<file path="src/sv/ptpv_pkg.sv">
package ptpv_pkg;

    // Quadrant turn applied ahead of the rotation chain
    typedef enum logic [1:0] {
        QUAD_0   = 2'd0,
        QUAD_90  = 2'd1,
        QUAD_180 = 2'd2,
        QUAD_270 = 2'd3
    } t_quad;

    // Control that travels down the chain beside the datapath
    typedef struct packed {
        logic  vld;
        logic  zero;
        t_quad quad;
    } t_side;

    localparam int GUARD_BITS  = 8;
    localparam int ANG_FRAC    = 20;
    localparam int ANG_W       = 28;   // accumulated angle, Q20 degrees
    localparam int ANGS_W      = 30;   // angle after quadrant base is added
    localparam int DIR_W       = 16;
    localparam int RW          = 17;   // rounded angle before wrap, signed
    localparam int TABLE_LEN   = 24;

    localparam logic [15:0]          GAIN_HI     = 16'd39796;
    localparam logic [15:0]          GAIN_LO     = 16'd60840;
    localparam logic signed [RW-1:0] DEG_Q7_FULL = 17'sd46080;
    localparam logic [DIR_W-1:0]     DIR_ZERO    = 16'd11520;

    // atan(2^-i) in degrees, Q20
    function automatic logic signed [ANG_W-1:0] atan_q20(input int idx);
        logic signed [ANG_W-1:0] v;
        unique case (idx)
            0:  v = 28'sd47185920;
            1:  v = 28'sd27855475;
            2:  v = 28'sd14718068;
            3:  v = 28'sd7471121;
            4:  v = 28'sd3750058;
            5:  v = 28'sd1876857;
            6:  v = 28'sd938658;
            7:  v = 28'sd469357;
            8:  v = 28'sd234682;
            9:  v = 28'sd117342;
            10: v = 28'sd58671;
            11: v = 28'sd29335;
            12: v = 28'sd14668;
            13: v = 28'sd7334;
            14: v = 28'sd3667;
            15: v = 28'sd1833;
            16: v = 28'sd917;
            17: v = 28'sd458;
            18: v = 28'sd229;
            19: v = 28'sd115;
            20: v = 28'sd57;
            21: v = 28'sd29;
            22: v = 28'sd14;
            23: v = 28'sd7;
            default: v = '0;
        endcase
        return v;
    endfunction

    // Quadrant base angle in Q20 degrees
    function automatic logic signed [ANGS_W-1:0] base_q20(input t_quad q);
        logic signed [ANGS_W-1:0] v;
        unique case (q)
            QUAD_0:   v = 30'sd0;
            QUAD_90:  v = 30'sd94371840;
            QUAD_180: v = 30'sd188743680;
            QUAD_270: v = 30'sd283115520;
            default:  v = '0;
        endcase
        return v;
    endfunction

endpackage

</file>
<file path="src/sv/ptpv_cell.sv">
module ptpv_cell #(
    parameter int XW  = 28,
    parameter int IDX = 0
) (
    input  logic                                  i_clk,
    input  logic                                  i_rst_n,
    input  logic                                  i_en,
    input  logic signed [XW-1:0]                  i_x,
    input  logic signed [XW-1:0]                  i_y,
    input  logic signed [ptpv_pkg::ANG_W-1:0]     i_z,
    input  ptpv_pkg::t_side                       i_side,
    output logic signed [XW-1:0]                  o_x,
    output logic signed [XW-1:0]                  o_y,
    output logic signed [ptpv_pkg::ANG_W-1:0]     o_z,
    output ptpv_pkg::t_side                       o_side
);

    localparam logic signed [ptpv_pkg::ANG_W-1:0] ATAN = ptpv_pkg::atan_q20(IDX);

    logic signed [XW-1:0]              r_x, r_y, n_x, n_y;
    logic signed [ptpv_pkg::ANG_W-1:0] r_z, n_z;
    ptpv_pkg::t_side                   r_side;
    logic signed [XW-1:0]              xs, ys;

    // arithmetic shift floors, as the rotation needs
    assign xs = i_x >>> IDX;
    assign ys = i_y >>> IDX;

    // rotate toward the x axis
    always_comb begin
        if (i_y >= 0) begin
            n_x = i_x + ys;
            n_y = i_y - xs;
            n_z = i_z + ATAN;
        end else begin
            n_x = i_x - ys;
            n_y = i_y + xs;
            n_z = i_z - ATAN;
        end
    end

    always_ff @(posedge i_clk) begin
        if (i_en) begin
            r_x <= n_x;
            r_y <= n_y;
            r_z <= n_z;
        end
    end

    always_ff @(posedge i_clk) begin
        if (!i_rst_n) begin
            r_side <= '0;
        end else if (i_en) begin
            r_side <= i_side;
        end
    end

    assign o_x    = r_x;
    assign o_y    = r_y;
    assign o_z    = r_z;
    assign o_side = r_side;

endmodule
</file>
<file path="config.mk">
export PLATFORM = sky130hd
export DESIGN_NAME = ptpv_cell
export DESIGN_NICKNAME = d
export VERILOG_FILES = /design/src/sv/ptpv_pkg.sv /design/src/sv/ptpv_cell.sv
export SDC_FILE = /design/constraint.sdc
export NUM_CORES = 1
export LEC_CHECK = 0
export CAP_MARGIN = 20
export CORE_MARGIN = 2
export CORE_UTILIZATION = 66
export DETAILED_ROUTE_END_ITERATION = 8
export DONT_BUFFER_PORTS = 1
export PLACE_DENSITY = 0.81
export REMOVE_ABC_BUFFERS = 1
export SETUP_SLACK_MARGIN = 0.5
export SYNTH_ARGS = -nofsm -noshare
export SYNTH_HDL_FRONTEND = slang
export SYNTH_SLANG_ARGS = --single-unit
export TNS_END_PERCENT = 100
</file>
<file path="constraint.sdc">
create_clock -name i_clk -period 7.38 [get_ports i_clk]
set_clock_uncertainty 0.1 [all_clocks]
set_input_delay 1.107 -clock i_clk [delete_from_list [all_inputs] [get_ports i_clk]]
set_output_delay 1.107 -clock i_clk [all_outputs]
set_load 0.005 [all_outputs]
</file>
* After elaboration in Yosys (flattened, before gate mapping)
Cells that the tools add are included.
** Storage, ports and cells
- Register bits :: 88
- Output and inout port bits :: 88
- Word-level logic and storage cells :: 15
** Cells by class
- Add/subtract/negate cells :: 5
- Order comparisons :: 1
- Mux-type cells :: 3
** Operators by type and width (count)
- $mux W28 :: 3
- $sub A28 B28 Y28 :: 2
- $add A28 B27 Y28 const B :: 1
- $add A28 B28 Y28 :: 1
- $ge A28 B1 Y1 const B :: 1
- $sub A28 B27 Y28 const B :: 1

* Logic depth before layout (Yosys ltp)
Gate-level depths: netlist (run 1).
- Depth in word-level cells :: 2
- Mapped depth :: 11

* Worst setup path before layout (run 1)
No wires, ideal clock.
- Path kind :: input -> register
- Start :: in i_x[7]
- End :: reg r_x[21], in the netlist o_x[21] (data pin)
- Library setup time :: 270 ps
- Data arrival time :: 3002 ps
- Required time :: 7010 ps
- Path slack :: 4009 ps
- Stages on the path :: 9
- Path buffers :: 1
- Cells stage by stage :: inv_1 ha_1 buf_2 o41ai_1 o32a_1 a21oi_2 o311ai_1 o21ai_1 xor2_1
** Between the ends
- Longest elaborated chain between the ends :: 2
- Elaborated cells on any way between the ends :: 3
- Classes of those cells :: add/sub: 2; mux: 1
** RTL lines
- start: declaration :: RTL line ptpv_cell.sv:8 : input logic signed [XW-1:0] i_x,
- $sub A28 B28 Y28 or $add A28 B28 Y28 (tied branches) :: RTL line ptpv_cell.sv:36, ptpv_cell.sv:32
- $mux W28 (*) :: RTL line ptpv_cell.sv:31 : if (i_y >= 0) begin
- net n_x[21] :: RTL line ptpv_cell.sv:20 : logic signed [XW-1:0] r_x, r_y, n_x, n_y;
- end signal: assignment :: RTL line ptpv_cell.sv:44 : r_x <= n_x;
- end: declaration :: RTL line ptpv_cell.sv:20
Mark *: on every way through the listed nets, which the timed path passes. The rest lies on a longest branch.
A chain may end at the register's enable or synchronous reset.

* Final worst setup path (run 1)
- Start :: in i_x[9]
- End :: reg r_y[21], in the netlist o_y[21] (data pin)
** Between the ends
- Longest elaborated chain between the ends :: 2
- Elaborated cells on any way between the ends :: 3
- Classes of those cells :: add/sub: 2; mux: 1
** RTL lines
- $add A28 B28 Y28 or $sub A28 B28 Y28 (tied branches) :: RTL line ptpv_cell.sv:37, ptpv_cell.sv:33
- $mux W28 (*) :: RTL line ptpv_cell.sv:31
- net n_y[21] :: RTL line ptpv_cell.sv:20
- end signal: assignment :: RTL line ptpv_cell.sv:45 : r_y <= n_y;
- end: declaration :: RTL line ptpv_cell.sv:20
Marked as above.

==> flow_metrics.tcl, run 1 <==
set metrics [dict create \
    crit_arrival_ns 3.87 \
    netlist_instances 857 \
    async_flop_share_pct 0 \
    wl_met1_mm 8.43 \
    die_area_mm2 0.0125 \
    critPathRequiredTime_ns 7.35 \
    coreArea_mm2 0.0114 \
    synth_compound_area_share_pct 22.6 \
    port_buffers 0 \
    area_growth_pct 4.00 \
    drt-initial-drc-count 917 \
    drv_slew 0 \
    whs_ns 0.498 \
    root_buffer "clkbuf_16" \
    insertion_delay_ns 0.34 \
    ir_drop_mv 0.135 \
    post-cts-setup-buffers 0 \
    fmax_ghz 0.257 \
    grt_pass1_wl_mm 32.8 \
    fin_crit_ns 3.89 \
    finalSetupTns_ns 0 \
    die_height_um 112 \
    synthMuxAreaShare_pct 1.83 \
    vias 6587 \
    clock_sinks 87 \
    wl_per_cell_um 21.6 \
    setup_viol 0 \
    topRoutingLayerUsed "met4" \
    final_antenna_net_count 0 \
    path_class "primary input to flop" \
    dr_wl_met2_mm 9.86 \
    leakage_nw 3.28 \
    synthAdderAreaFrac_pct 15.6 \
    route.met3.wl_mm 2.32 \
    firstDrtPassIters 6 \
    cts-hold-fix-buffers 0 \
    synth_enable_flop_cells 83 \
    synth_ff_type "edfxtp_1" \
    cts_max_level 3 \
    slew-limit-headroom_pct 57.8 \
    min_path_type "flop to flop" \
    yosysSeqAreaShare_pct 33.6 \
    cts_resized 0 \
    grt_use_total_pct 32.8 \
    synth_warnings 0 \
    cts_tree "done" \
    num_io_pins 179 \
    crit_path_max_fanout 16 \
    drc 0 \
    clk_path_buf_depth 2 \
    clk_pin_slew_ns 0.07 \
    start_kind "primary input" \
    netlist-cell-type-count 73 \
    rsz0062_at_grt "no" \
    synth-simple-area-share_pct 13.0 \
    finalCritPeriodShare_pct 52.7 \
    drt_wl_total_mm 21.2 \
    grt-ovfl-total 0 \
    numCtsBuffers 9 \
    num-nets-final 1016 \
    status "finished clean" \
    grt_antenna_before_repair 1 \
    synth-xor-area-share_pct 6.86 \
    netlist_area_mm2 0.00766 \
    grt_pass1_vias 6179 \
    start_util_pct 67.4 \
    hold_viol 0 \
    rrSetupSlack_ns 6.58 \
    worst_pin_slew_ns 0.624 \
    drive_above_1_share_pct 3.94 \
    synth_top_family_by_area "compound AO/OA/AOI/OAI gates" \
    final_cells 981 \
    routed_via_density 6.71 \
    dp.cells 964 \
    drv_cap 0 \
    die_x_um 112 \
    ys_seq_elements 87 \
    place.gp.congestion 1.05 \
    avgSynthCellArea_um2 8.94 \
    grt_max_degree 88 \
    power_density_mw_per_mm2 198 \
    rows 39 \
    critPathCaptureType "flop" \
    dpl.hpwl_mm 16.2 \
]
==> path summary, 6_finish.rpt <==
check / end / start / depth (start not counted)
worst min register to register: o_side[0]$_SDFFE_PN0P_ / o_side[0]$_SDFFE_PN0P_ / 2
worst max-delay path: o_y[21]$_DFFE_PP_ / i_x[9] / 10
worst max register to register: o_side[3]$_SDFFE_PN0P_ / o_side[3]$_SDFFE_PN0P_ / 2
worst min-delay path: o_side[0]$_SDFFE_PN0P_ / o_side[0]$_SDFFE_PN0P_ / 2
==> metal layers <==
layer | global-route usage, % | up-vias
li1 | - | 2998
met1 | 43.1 | 3071
met4 | 11.7 | 0
met3 | 7.68 | 61
met2 | 53.5 | 457
met5 | 0 | -
==> where the power goes <==
part | internal [mW] | total [mW] | switching [mW] | leakage (nW)
sequential | 0.636 | 0.679 | 0.0433 | 0.845
combinational | 0.165 | 0.437 | 0.272 | 2.29
clock | 0.240 | 0.459 | 0.219 | 0.144
==> cell type report <==
class                   instances  area, µm²
clock buffers                   9        225
diodes                          1       2.50
inverters                      84        315
fillers                       853       3400
flip-flops and latches         87       2570
multi-input cells             649       4590
clock inverters                 7       75.1
repair buffers                  1       7.51
well taps                     143        179
==> cells in the mapped netlist, drive strengths merged (4+ instances only) <==
cell      n  area, µm²
a2111oi   4       66.3
a211oi    8       65.1
a21o     13       97.6
a21oi    99        503
a31oi    10       62.6
and2      4       25.0
buf      28        149
clkbuf    9       33.8
dfxtp     4       80.1
edfxtp   83       2490
ha       90       1130
inv      83        312
mux2i    14        140
nand2    53        199
nand2b    7       43.8
nand3     6       30.0
nand4     8       65.1
nor2     75        282
nor2b    19        119
nor3     13       70.1
nor4      8       50.1
o211ai    5       42.5
o21a     11       82.6
o21ai    68        340
o21bai    9       67.6
o22ai     5       31.3
o311ai    6       52.6
o31ai     8       60.1
or2       4       25.0
xnor2    48        420
xor2     12        105
==> sequential cells by signal, indices dropped and copies added (netlist names) <==
signal / count
o_x: 28
o_z: 28
o_y: 27
o_side: 4
==> critical path, cell delays in order <==
cell and delay, ns:
inv_1 0.04, ha_1 0.52, nor4_1 0.63, nand2_1 0.10, o21ai_1 0.35, o32a_1 0.38
a21oi_2 0.14, o311ai_1 0.29, o21ai_1 0.14, xor2_1 0.16
==> layout by cell type (no fill, tap or decap), types with 5 or more instances in the layout <==
cell       instances
a21oi_1           97
ha_1              90
edfxtp_1          83
inv_1             81
nor2_1            75
nand2_1           53
o21ai_0           50
xnor2_1           48
nor2b_1           19
o21ai_1           18
mux2i_1           14
a21o_1            13
xor2_1            12
nor3_1            12
o21a_1            11
a31oi_1           10
o21bai_1           9
clkbuf_16          9
nor4_1             8
o31ai_1            8
nand2b_1           7
a211oi_1           7
nand4_1            7
nand3_1            6
o22ai_1            5
==> logic make-up after synthesis <==
family,Yosys count
simple gates,207
xor+xnor,60
flops,87
fa+ha+maj,94
buf+inv,121
mux,14
compound gates,274
==> stage by stage <==
stage	setup WS (ns)	util [%]	cell area, µm²	total power, mW
finish	3.49	70.1	7970	1.57
global placement	3.31	67.4	7670	1.09
global route	3.32	70.1	7970	1.64
floorplan	3.86	-	7480	0.994
CTS	3.68	70.1	7970	1.57
detailed placement	3.33	67.4	7670	1.11
(Power assumes the default switching activity.)
==> run 2, diff against run 1 <==
==> constraint.sdc (replaced) <==
create_clock -name i_clk -period 3.6 [get_ports i_clk]
set_clock_uncertainty 0.1 [all_clocks]
set_input_delay 0.54 -clock i_clk [delete_from_list [all_inputs] [get_ports i_clk]]
set_output_delay 0.54 -clock i_clk [all_outputs]
set_load 0.005 [all_outputs]
==> flow_metrics.tcl, run 2 (synthesis results as in run 1) <==
set metrics [dict create \
    rrSetupSlack_ns 2.80 \
    rows 39 \
    critPathCaptureType "flop" \
    start_util_pct 67.4 \
    drv_cap 0 \
    final_common_cell "a21oi_1" \
    fin_crit_ns 2.98 \
    clock_sinks 87 \
    grt-ovfl-total 0 \
    worst_pin_slew_ns 0.618 \
    drt-initial-drc-count 960 \
    cts_tree "done" \
    vias 6665 \
    final_antenna_net_count 0 \
    finalCritPeriodShare_pct 82.9 \
    diodes 0 \
    drc 0 \
    whs_ns 0.190 \
    root_buffer "clkbuf_16" \
    numCtsBuffers 9 \
    fmax_ghz 0.335 \
    die_area_mm2 0.0125 \
    status "finished clean" \
    coreArea_mm2 0.0114 \
    die_x_um 112 \
    critPathRequiredTime_ns 3.58 \
    num_io_pins 179 \
    finish.utilization_pct 71.0 \
    min_path_type "primary input to flop" \
    place.gp.congestion 0.961 \
    insertion_delay_ns 0.35 \
    hold_viol 0 \
    die_height_um 112 \
    area_growth_pct 5.37 \
    drive_above_1_share_pct 5.90 \
    timing.final.ws_setup_ns 0.617 \
    path_class "primary input to flop" \
    drt_wl_total_mm 21.4 \
    num-nets-final 1026 \
    ir_drop_mv 0.277 \
    grt_max_degree 88 \
    crit_path_max_fanout 14 \
    start_kind "primary input" \
    setup_viol 0 \
    dpl_worst_slack_ns 0.283 \
    firstDrtPassIters 6 \
    finalSetupTns_ns 0 \
    clk_pin_slew_ns 0.08 \
    leakage_nw 3.32 \
    grt_pass1_wl_mm 33.3 \
    grt_use_total_pct 33.5 \
    wl_per_cell_um 21.6 \
    hp-start "i_z[4]" \
    slew-limit-headroom_pct 58.6 \
    drv_slew 0 \
    port_buffers 0 \
    crit_arrival_ns 2.97 \
    grt_antenna_before_repair 0 \
    cts-hold-fix-buffers 0 \
    clk_path_buf_depth 2 \
    dpl.hpwl_mm 16.5 \
    timing.rr.start "o_side[3]$_SDFFE_PN0P_" \
    crit_start "i_x[13]" \
    grt_pass1_vias 6332 \
    final_cell_mix "a21oi_1 (97), ha_1 (85), edfxtp_1 (83)" \
    rsz0062_at_grt "no" \
    routed_via_density 6.73 \
    power_density_mw_per_mm2 404 \
    cts_max_level 3 \
    nFillCells 843 \
]
run 2: cell count changes in the layout (fill, tap and decap cells not counted), moves of 2 or more:
cell / change
inv_6: +2
ha_2: +5
buf_4: +10
ha_1: -5
run 2: critical path, stage by stage:
cell and delay [ns]:
inv_1 0.02, ha_1 0.58, inv_1 0.08, a21oi_1 0.24
a21boi_0 0.20, a2111oi_4 0.59, nor4b_2 0.14, a221oi_2 0.29
o21ai_1 0.12, xnor2_1 0.16
run 2: area by class of cell:
cell class / count / area [µm²] / share of cell area [%]
clock buffers: 9 / 225 / 2.79
repair buffers: 11 / 82.6 / 1.02
inverters: 84 / 315 / 3.90
flip-flops and latches: 87 / 2570 / 31.9
multi-input cells: 649 / 4630 / 57.3
well taps: 143 / 179 / 2.22
clock inverters: 7 / 72.6 / 0.899
run 2: metrics by stage:
step	std cells	total power, mW	instance area [µm²]
6_report	990	3.26	8080
5_1_grt	990	3.41	8080
4_1_cts	990	3.23	8040
3_5_place_dp	974	2.30	7740
3_3_place_gp	974	2.27	7740
2_1_floorplan	820	2.04	7480
run 2: final timing paths:
check | to | cells past startpoint
worst max-delay path | o_x[24]$_DFFE_PP_ | 10
worst min-delay path | o_z[4]$_DFFE_PP_ | 0
worst max register to register | o_side[3]$_SDFFE_PN0P_ | 2
worst min register to register | o_side[0]$_SDFFE_PN0P_ | 2
run 2: timing repair:
| item | in CTS | in global routing |
|---|---|---|
| setup buffers | 0 | 0 |
| resized for setup | 0 | 8 |
| endpoints found under the setup margin | 0 | 6 |
run 2: routing by layer:
layer  GRT usage [%]  up-vias  part of all wire, %
li1                -     3021                    -
met1            45.2     3100                   41
met2            53.0      491                   45
met3            9.25       53                   12
met4            10.2        0                  2.5
met5               0        -                    0
run 2: power by group:
group,switching (mW),internal (mW)
sequential,0.0906,1.30
combinational,0.568,0.356
clock,0.451,0.490
